--- src/sv/hrbi_pkg.sv ---
// Shared constants and types for the heart-rate-from-beat-intervals block.
// Used by the ring, the serial divider instances and the top level; no dependencies.
package hrbi_pkg;

  localparam int IvW = 16;                 // interval width in ms
  localparam int BpmW = 8;                 // heart rate width
  localparam int AvgW = 12;                // averaged rate times 16

  localparam logic [1:0] RING_DEPTH = 2'd3;

  localparam logic [IvW-1:0] MS_PER_MIN = 16'd60000;
  localparam logic [BpmW-1:0] MAX_BPM = 8'd250;

  // interval * 1024 / 1000 equals (interval << 7) / 125 exactly.
  localparam int RrShift = 7;
  localparam int RrDivW = 7;
  localparam logic [RrDivW-1:0] RR_DIVISOR = 7'd125;

  localparam logic [AvgW:0] ROUND_HALF = 13'd8;

  // Ring update request from the sequencer.
  typedef struct packed {
    logic clr;
    logic wr;
    logic [IvW-1:0] data;
  } ring_ctl_t;

endpackage

--- src/sv/hrbi_serdiv.sv ---
// Restoring divider that retires one quotient bit per cycle.
// Depends on nothing; instantiated twice by the top level.
module hrbi_serdiv #(
  parameter int DW = 16,
  parameter int VW = 16
) (
  input  logic          clk,
  input  logic          rst,
  input  logic          start,
  input  logic [DW-1:0] dividend,
  input  logic [VW-1:0] divisor,
  output logic          done,
  output logic [DW-1:0] quotient
);

  localparam int CW = $clog2(DW + 1);

  logic [DW-1:0] quo;
  logic [VW-1:0] rem;
  logic [VW-1:0] dsr;
  logic [CW-1:0] cnt;
  logic          run;
  logic [VW:0]   part;
  logic [VW:0]   diff;

  // The partial remainder stays below the divisor, so one extra bit covers the shift.
  assign part = {rem, quo[DW-1]};
  assign diff = part - {1'b0, dsr};

  always_ff @(posedge clk) begin
    if (rst) begin
      run  <= 1'b0;
      done <= 1'b0;
      cnt  <= '0;
    end else if (start) begin
      run  <= 1'b1;
      done <= 1'b0;
      cnt  <= CW'(DW);
    end else if (run) begin
      cnt <= cnt - CW'(1);
      if (cnt == CW'(1)) begin
        run  <= 1'b0;
        done <= 1'b1;
      end
    end
  end

  always_ff @(posedge clk) begin
    if (start) begin
      quo <= dividend;
      rem <= '0;
      dsr <= divisor;
    end else if (run) begin
      if (diff[VW]) begin
        rem <= part[VW-1:0];
        quo <= {quo[DW-2:0], 1'b0};
      end else begin
        rem <= diff[VW-1:0];
        quo <= {quo[DW-2:0], 1'b1};
      end
    end
  end

  assign quotient = quo;

endmodule

--- src/sv/hrbi_ring.sv ---
// Three-entry interval history with fill count and median selection.
// Depends on hrbi_pkg for the ring control struct and depth.
module hrbi_ring (
  input  logic                      clk,
  input  logic                      rst,
  input  hrbi_pkg::ring_ctl_t       ctl,
  output logic [hrbi_pkg::IvW-1:0]  basis
);
  import hrbi_pkg::*;

  logic [IvW-1:0] ring [3];
  logic [IvW-1:0] last;
  logic [1:0]     fill;
  logic [1:0]     slot;
  logic [IvW-1:0] lo;
  logic [IvW-1:0] hi;
  logic [IvW-1:0] med;

  always_ff @(posedge clk) begin
    if (rst) begin
      fill <= '0;
      slot <= '0;
    end else if (ctl.clr) begin
      fill <= '0;
      slot <= '0;
    end else if (ctl.wr) begin
      slot <= (slot == RING_DEPTH - 2'd1) ? 2'd0 : slot + 2'd1;
      if (fill != RING_DEPTH) begin
        fill <= fill + 2'd1;
      end
    end
  end

  always_ff @(posedge clk) begin
    if (ctl.wr && !ctl.clr) begin
      ring[slot] <= ctl.data;
      last       <= ctl.data;
    end
  end

  always_comb begin
    lo = (ring[0] < ring[1]) ? ring[0] : ring[1];
    hi = (ring[0] < ring[1]) ? ring[1] : ring[0];
    priority if (ring[2] <= lo) begin
      med = lo;
    end else if (ring[2] >= hi) begin
      med = hi;
    end else begin
      med = ring[2];
    end
  end

  // Until three intervals are held, the newest one stands alone.
  assign basis = (fill == RING_DEPTH) ? med : last;

endmodule

--- src/sv/heart_rate_from_beat_intervals.sv ---
// Heart rate from beat intervals: median-of-three, 60000/x rate, EMA with alpha 1/4.
// Flow: a nonzero interval passes S_START, S_DIV and S_EMA, then m_tvalid is registered;
// a zero interval only clears the history and produces nothing. The next interval is
// taken after S_EMA commits, the wait set by the bit-serial divide forming 1/1024 s units.
// Reset (rst, synchronous, active high) empties the history and unseeds the average.
// Depends on hrbi_pkg, hrbi_ring and hrbi_serdiv.
module heart_rate_from_beat_intervals (
  input  logic        clk,
  input  logic        rst,
  input  logic        s_tvalid,
  output logic        s_tready,
  input  logic [15:0] s_tdata,   // [15:0] interval_ms
  output logic        m_tvalid,
  input  logic        m_tready,
  output logic [39:0] m_tdata    // [7:0] heart_rate_bpm, [23:8] last_interval_ms,
                                 // [39:24] rr_units
);
  import hrbi_pkg::*;

  localparam int RrDW = IvW + RrShift;

  // One-hot sequencer: one interval is in flight at a time.
  typedef enum logic [4:0] {
    S_IDLE  = 5'b00001,
    S_START = 5'b00010,
    S_DIV   = 5'b00100,
    S_EMA   = 5'b01000,
    S_SPARE = 5'b10000
  } state_t;

  state_t state;
  state_t state_next;

  logic [IvW-1:0]  iv;
  ring_ctl_t       ring_ctl;
  logic [IvW-1:0]  basis;
  logic            div_start;
  logic            rate_done;
  logic            rr_done;
  logic [IvW-1:0]  rate_q;
  logic [RrDW-1:0] rr_q;

  logic [AvgW-1:0] avg;
  logic [AvgW-1:0] avg_next;
  logic [BpmW-1:0] bpm;
  logic [AvgW-1:0] x16;
  logic [AvgW:0]   diff;
  logic [AvgW:0]   step;
  logic [AvgW:0]   avg_sum;
  logic [AvgW:0]   rounded;
  logic            in_xfer;
  logic            out_free;
  logic            commit;

  assign s_tready = (state == S_IDLE);
  assign in_xfer  = s_tvalid && s_tready;

  // The output register frees up in the same cycle its transfer completes.
  assign out_free = !m_tvalid || m_tready;
  assign commit   = (state == S_EMA) && out_free;

  // A zero interval only clears the history; anything else is written to it.
  assign ring_ctl.clr  = in_xfer && (s_tdata == '0);
  assign ring_ctl.wr   = in_xfer && (s_tdata != '0);
  assign ring_ctl.data = s_tdata;

  hrbi_ring u_ring (
    .clk   (clk),
    .rst   (rst),
    .ctl   (ring_ctl),
    .basis (basis)
  );

  // Both divides start together once the ring has settled on the basis.
  assign div_start = (state == S_START);

  hrbi_serdiv #(
    .DW (IvW),
    .VW (IvW)
  ) u_rate_div (
    .clk      (clk),
    .rst      (rst),
    .start    (div_start),
    .dividend (MS_PER_MIN),
    .divisor  (basis),
    .done     (rate_done),
    .quotient (rate_q)
  );

  hrbi_serdiv #(
    .DW (RrDW),
    .VW (RrDivW)
  ) u_rr_div (
    .clk      (clk),
    .rst      (rst),
    .start    (div_start),
    .dividend ({iv, RrShift'(0)}),
    .divisor  (RR_DIVISOR),
    .done     (rr_done),
    .quotient (rr_q)
  );

  always_comb begin
    state_next = state;
    unique case (state)
      S_IDLE: begin
        if (ring_ctl.wr) begin
          state_next = S_START;
        end
      end
      S_START: begin
        state_next = S_DIV;
      end
      S_DIV: begin
        if (rate_done && rr_done) begin
          state_next = S_EMA;
        end
      end
      S_EMA: begin
        if (out_free) begin
          state_next = S_IDLE;
        end
      end
      default: begin
        state_next = S_IDLE;
      end
    endcase
  end

  always_ff @(posedge clk) begin
    if (rst) begin
      state <= S_IDLE;
    end else begin
      state <= state_next;
    end
  end

  always_ff @(posedge clk) begin
    if (ring_ctl.wr) begin
      iv <= s_tdata;
    end
  end

  // Rate is clamped to the top of the range, then scaled by 16 for the average.
  assign bpm = (rate_q > IvW'(MAX_BPM)) ? MAX_BPM : rate_q[BpmW-1:0];
  assign x16 = {bpm, 4'b0000};

  // Signed step of a quarter of the difference, truncated toward zero:
  // a negative difference is biased by three before the arithmetic shift.
  always_comb begin
    diff = {1'b0, x16} - {1'b0, avg};
    if (diff[AvgW]) begin
      step = (AvgW + 1)'($signed(diff + (AvgW + 1)'(3)) >>> 2);
    end else begin
      step = diff >> 2;
    end
    avg_sum = {1'b0, avg} + step;
    // An average of zero means unseeded, so the new rate is loaded as is.
    avg_next = (avg == '0) ? x16 : avg_sum[AvgW-1:0];
    rounded  = {1'b0, avg_next} + ROUND_HALF;
  end

  always_ff @(posedge clk) begin
    if (rst) begin
      avg <= '0;
    end else if (commit) begin
      avg <= avg_next;
    end
  end

  always_ff @(posedge clk) begin
    if (rst) begin
      m_tvalid <= 1'b0;
    end else if (commit) begin
      m_tvalid <= 1'b1;
    end else if (m_tready) begin
      m_tvalid <= 1'b0;
    end
  end

  always_ff @(posedge clk) begin
    if (commit) begin
      m_tdata <= {rr_q[IvW-1:0], iv, rounded[AvgW-1:4]};
    end
  end

endmodule

--- config.mk ---
export PLATFORM = sky130hd
export DESIGN_NAME = heart_rate_from_beat_intervals
export DESIGN_NICKNAME = d
export VERILOG_FILES = /design/src/sv/hrbi_pkg.sv /design/src/sv/hrbi_serdiv.sv /design/src/sv/hrbi_ring.sv /design/src/sv/heart_rate_from_beat_intervals.sv
export SDC_FILE = /design/constraint.sdc
export NUM_CORES = 1
export LEC_CHECK = 0
export BUFFER_PORTS_ARGS = -buffer_cell sky130_fd_sc_hd__buf_4
export CAP_MARGIN = 20
export CORE_AREA = 2 2 158 160
export CTS_BUF_LIST = sky130_fd_sc_hd__clkbuf_16
export DETAILED_ROUTE_END_ITERATION = 7
export DIE_AREA = 0 0 160 162
export PLACE_DENSITY = 0.62
export SYNTH_ARGS = -nofsm -noshare
export SYNTH_HDL_FRONTEND = slang
export SYNTH_SLANG_ARGS = --single-unit
--- constraint.sdc ---
create_clock -name clk -period 7 [get_ports clk]
set_clock_uncertainty 0.1 [all_clocks]
set_input_delay 0.7 -clock clk [delete_from_list [all_inputs] [get_ports clk]]
set_output_delay 0.7 -clock clk [all_outputs]
set_load 0.1 [all_outputs]
==> results.py <==
metrics = {
    "worst_setup_path": {
        "startpoint_type": "register",
        "cp.arrival_ns": 6.14,
        "critPathBufInv": 0,
        "crit_family": "compound AO/OA/AOI/OAI gates",
        "crit_chain": "nor4_1 > nand2_1 > a21oi_1 > nand2b_1 > ha_1 > nor3_1 > a2111oi_2 > nor3_1 > o21ai_0 > o32a_1 > nor2_1 > xor2_1 > ha_1 > nor2b_1 > o21a_1 > o21ai_0 > a211oi_1 > a211oi_1 > nand2_1 > nor2_1 > nand3b_1 > xnor2_1",
        "cp_data_required_time_ns": 7.16,
        "end_kind": "register",
        "crit_type": "register to register",
        "r2r_setup_slack_ns": 1.02,
        "crit_slowest_cell": "a211oi_1",
        "worst-path-max-fanout": 6,
        "slowest_delay_ns": 0.47,
    },
    "clocking": {
        "root_buffer": "clkbuf_16",
        "cts_post_setup_buffers_inserted": 0,
        "ctsResizeCount": 0,
        "clk_pin_slew_ns": 0.07,
        "numCtsBuffers": 24,
        "postCtsHoldBufs": 0,
        "cts.path.max_buffers": 3,
        "htree_levels": 1,
        "cts.sinks": 217,
        "cts_tree": "built",
        "clk_latency_ns": 0.53,
    },
    "timing": {
        "setup_viol": 0,
        "slew_violations": 0,
        "tightest_slew_ns": 1.02,
        "rsz0062_at_grt": "false",
        "hold_viol_final": 0,
        "tns_ns": 0,
        "timing.fmax_mhz": 167,
        "maxSlewHeadroom_pct": 32.1,
        "fin_ws_ns": 1.02,
        "min_period_over_period_pct": 85.4,
        "final.min_clock_period_ns": 5.98,
    },
    "grt": {
        "grt_max_degree": 51,
        "grt_remaining_overflow": 0,
        "grt_usage_pct": 21.2,
        "grt_pass1_wl_um": 44400,
        "grt_pass1_vias": 8387,
        "antenna_found_initial": 0,
    },
    "floorplan": {
        "die-area_sq_um": 25900,
        "top_level_ports": 62,
        "rows": 57,
        "core_area_sq_um": 24100,
        "die_width_um": 160,
        "start_util_pct": 49.2,
        "die_y_um": 162,
    },
    "placed_design": {
        "io_buffer_count": 61,
        "dp_hpwl_um": 19400,
        "gp_congestion": 0.892,
        "placed_area_sq_um": 12700,
        "dp.cells": 1520,
        "dp_worst_setup_slack_ns": 1.07,
    },
    "yosys": {
        "synth_edf_count": 136,
        "synth_nets": 1285,
        "syn_area_per_cell_sq_um": 10.1,
        "synthTopCellsByArea": "edfxtp_1 34%, dfxtp_1 14%, ha_1 9.6%",
        "yosysTopAreaCell": "edfxtp_1",
        "ys_warn_count": 0,
        "async_flop_share_pct": 0,
        "ys_ff_latch": 217,
        "synth.yosys.seq_area_share_pct": 48.1,
        "netlist_area_sq_um": 11900,
        "synth.top_cell.area_share_pct": 34.4,
        "synthDistinctLibCells": 72,
        "netlist_instances": 1172,
        "synth_flop_cell": "edfxtp_1",
    },
    "routing": {
        "vias_per_cell": 5.61,
        "avgRoutedWirePerCell_um": 17.5,
        "via_count": 8773,
        "dr.pass1.iters": 5,
        "ant_nets": 0,
        "wirelength_um": 27400,
        "drt_iter0_drc": 606,
        "drc_errors": 0,
    },
    "finish": {
        "area_delta_synth_final_pct": 13.2,
        "n_fill_cell": 2181,
        "stdcell_count": 1565,
        "diodes": 0,
        "drive_gt1_share_pct": 11.1,
        "layout.nets": 1336,
        "final_cell_area_sq_um": 13400,
        "final_util_pct": 55.8,
    },
    "pwr": {
        "power.static_leakage_nw": 5.28,
        "switching_power_mw": 1.38,
        "power_density_nw_per_um2": 312,
        "pwr-share-comb_pct": 29.2,
        "pwr-share-clk_pct": 29.6,
        "intPower_mw": 2.82,
        "p_seq_share_pct": 41.1,
        "switching_share_pct": 32.8,
        "ir_drop_mv": 0.231,
    },
    "min_path": {
        "hold_class": "input pin to register",
    },
    "run": {
        "maxCapViolations": 0,
    },
    "status": {
        "status": "finished clean",
    },
}
area by class of cell:
cell class	count	area [sq um]	area share [%]
Sequential cell	217	5710	42.5
Clock inverter	19	158	1.17
Clock buffer	25	626	4.66
Timing Repair Buffer	72	538	4.00
Multi-Input combinational cell	842	5760	42.8
Tap cell	324	405	3.02
Inverter	66	248	1.84
worst paths after layout:
kind,startpoint,end,cells past startpoint
max,u_rate_div.quotient[14],m_tdata[6],22
min,s_tdata[3],u_ring.last[3],1
max reg2reg,u_rate_div.quotient[14],m_tdata[6],22
min reg2reg,u_rr_div.quotient[0],m_tdata[24],0
through the flow:
step / power, mW / hold WS [ns]
5_1_grt: 4.46 / 0.275
3_5_place_dp: 2.98 / 0.338
2_1_floorplan: 2.68 / 0.327
4_1_cts: 4.24 / 0.264
3_3_place_gp: 2.96 / 0.329
6_report: 4.20 / 0.281
flip-flops by register name, indices dropped and copies added, names as in the netlist:
name	count
u_rate_div.cnt	5
u_rate_div.quotient	16
avg	12
u_ring.fill	2
u_rate_div.rem	16
u_rr_div.done	1
u_rr_div.run	1
u_rate_div.run	1
u_ring.last	11
u_rr_div.cnt	5
m_tvalid	1
u_rr_div.rem	7
u_ring.ring	48
u_rr_div.quotient	23
iv	5
u_rate_div.done	1
state	4
u_rate_div.dsr	16
m_tdata	40
u_ring.slot	2
power by group through the flow:
stage / Clock (mW) / Sequential, mW / Combinational [mW]
2_1_floorplan: 0 / 1.69 / 0.984
3_3_place_gp: 0 / 1.75 / 1.21
3_5_place_dp: 0 / 1.75 / 1.23
4_1_cts: 1.28 / 1.73 / 1.23
5_1_grt: 1.32 / 1.75 / 1.39
6_report: 1.24 / 1.73 / 1.23
cells in the mapped netlist, types with 3 or more instances:
master    count
a211oi_1     21
nor3_1       23
mux2i_1      53
edfxtp_1    136
or3_1         7
nor4_1       13
nand2b_1     12
nand2_1     106
xor2_1       18
a31oi_1       7
nand4_1      18
ha_1         91
nor4b_1       6
or2_2         5
nor3b_1       6
o311ai_0      3
nor2_1      116
nor2b_1      14
o21ai_0      47
buf_1         4
a21oi_1      72
o31ai_1      20
mux2_2        3
o211ai_1      4
dfxtp_1      81
inv_1        64
xnor2_1      44
o22ai_1      16
o21a_1       11
a21o_1       16
nand4b_1      3
clkbuf_1     37
and3_1        4
nand3_1      36
and2_1        6
metal layers:
metal  track usage [%]  up-vias  wire length [um]
li1                  -     4389                 -
met2              35.6      182             12800
met4              4.91        0               469
met3              2.96       37              1440
met1              29.3     4165             12700
met5                 0        -                 0
cells by family (layout without fill, tap and decap cells):
family,count (synthesis),count (layout),synth area share (%)
buffers and inverters,113,182,3.73
XOR/XNOR,63,63,4.71
AO/OA/AOI/OAI,242,242,12.9
flip-flops,217,217,48.1
multiplexers,56,56,4.75
AND/OR/NAND/NOR,388,388,15.9
adder cells (fa/ha/maj),93,93,9.93
placed cells by master (no fill, tap or decap), types with 36 or more instances in the layout:
master / count
a21oi_1: 72
buf_4: 71
dfxtp_1: 80
edfxtp_1: 136
ha_1: 91
inv_1: 67
mux2i_1: 51
nand2_1: 106
nand3_1: 36
nor2_1: 116
o21ai_0: 47
xnor2_1: 44
worst reg2reg max path, stage by stage (launching register included):
cell and delay (ns):
dfxtp_1 0.32, nor4_1 0.28, nand2_1 0.14, a21oi_1 0.39, nand2b_1 0.14, ha_1 0.36, nor3_1 0.33, a2111oi_2 0.09
nor3_1 0.36, o21ai_0 0.31, o32a_1 0.40, nor2_1 0.11, xor2_1 0.17, ha_1 0.29, nor2b_1 0.15, o21a_1 0.17
o21ai_0 0.37, a211oi_1 0.14, a211oi_1 0.47, nand2_1 0.14, nor2_1 0.20, nand3b_1 0.11, xnor2_1 0.16
No activity file was read; power rests on OpenSTA's default activity.
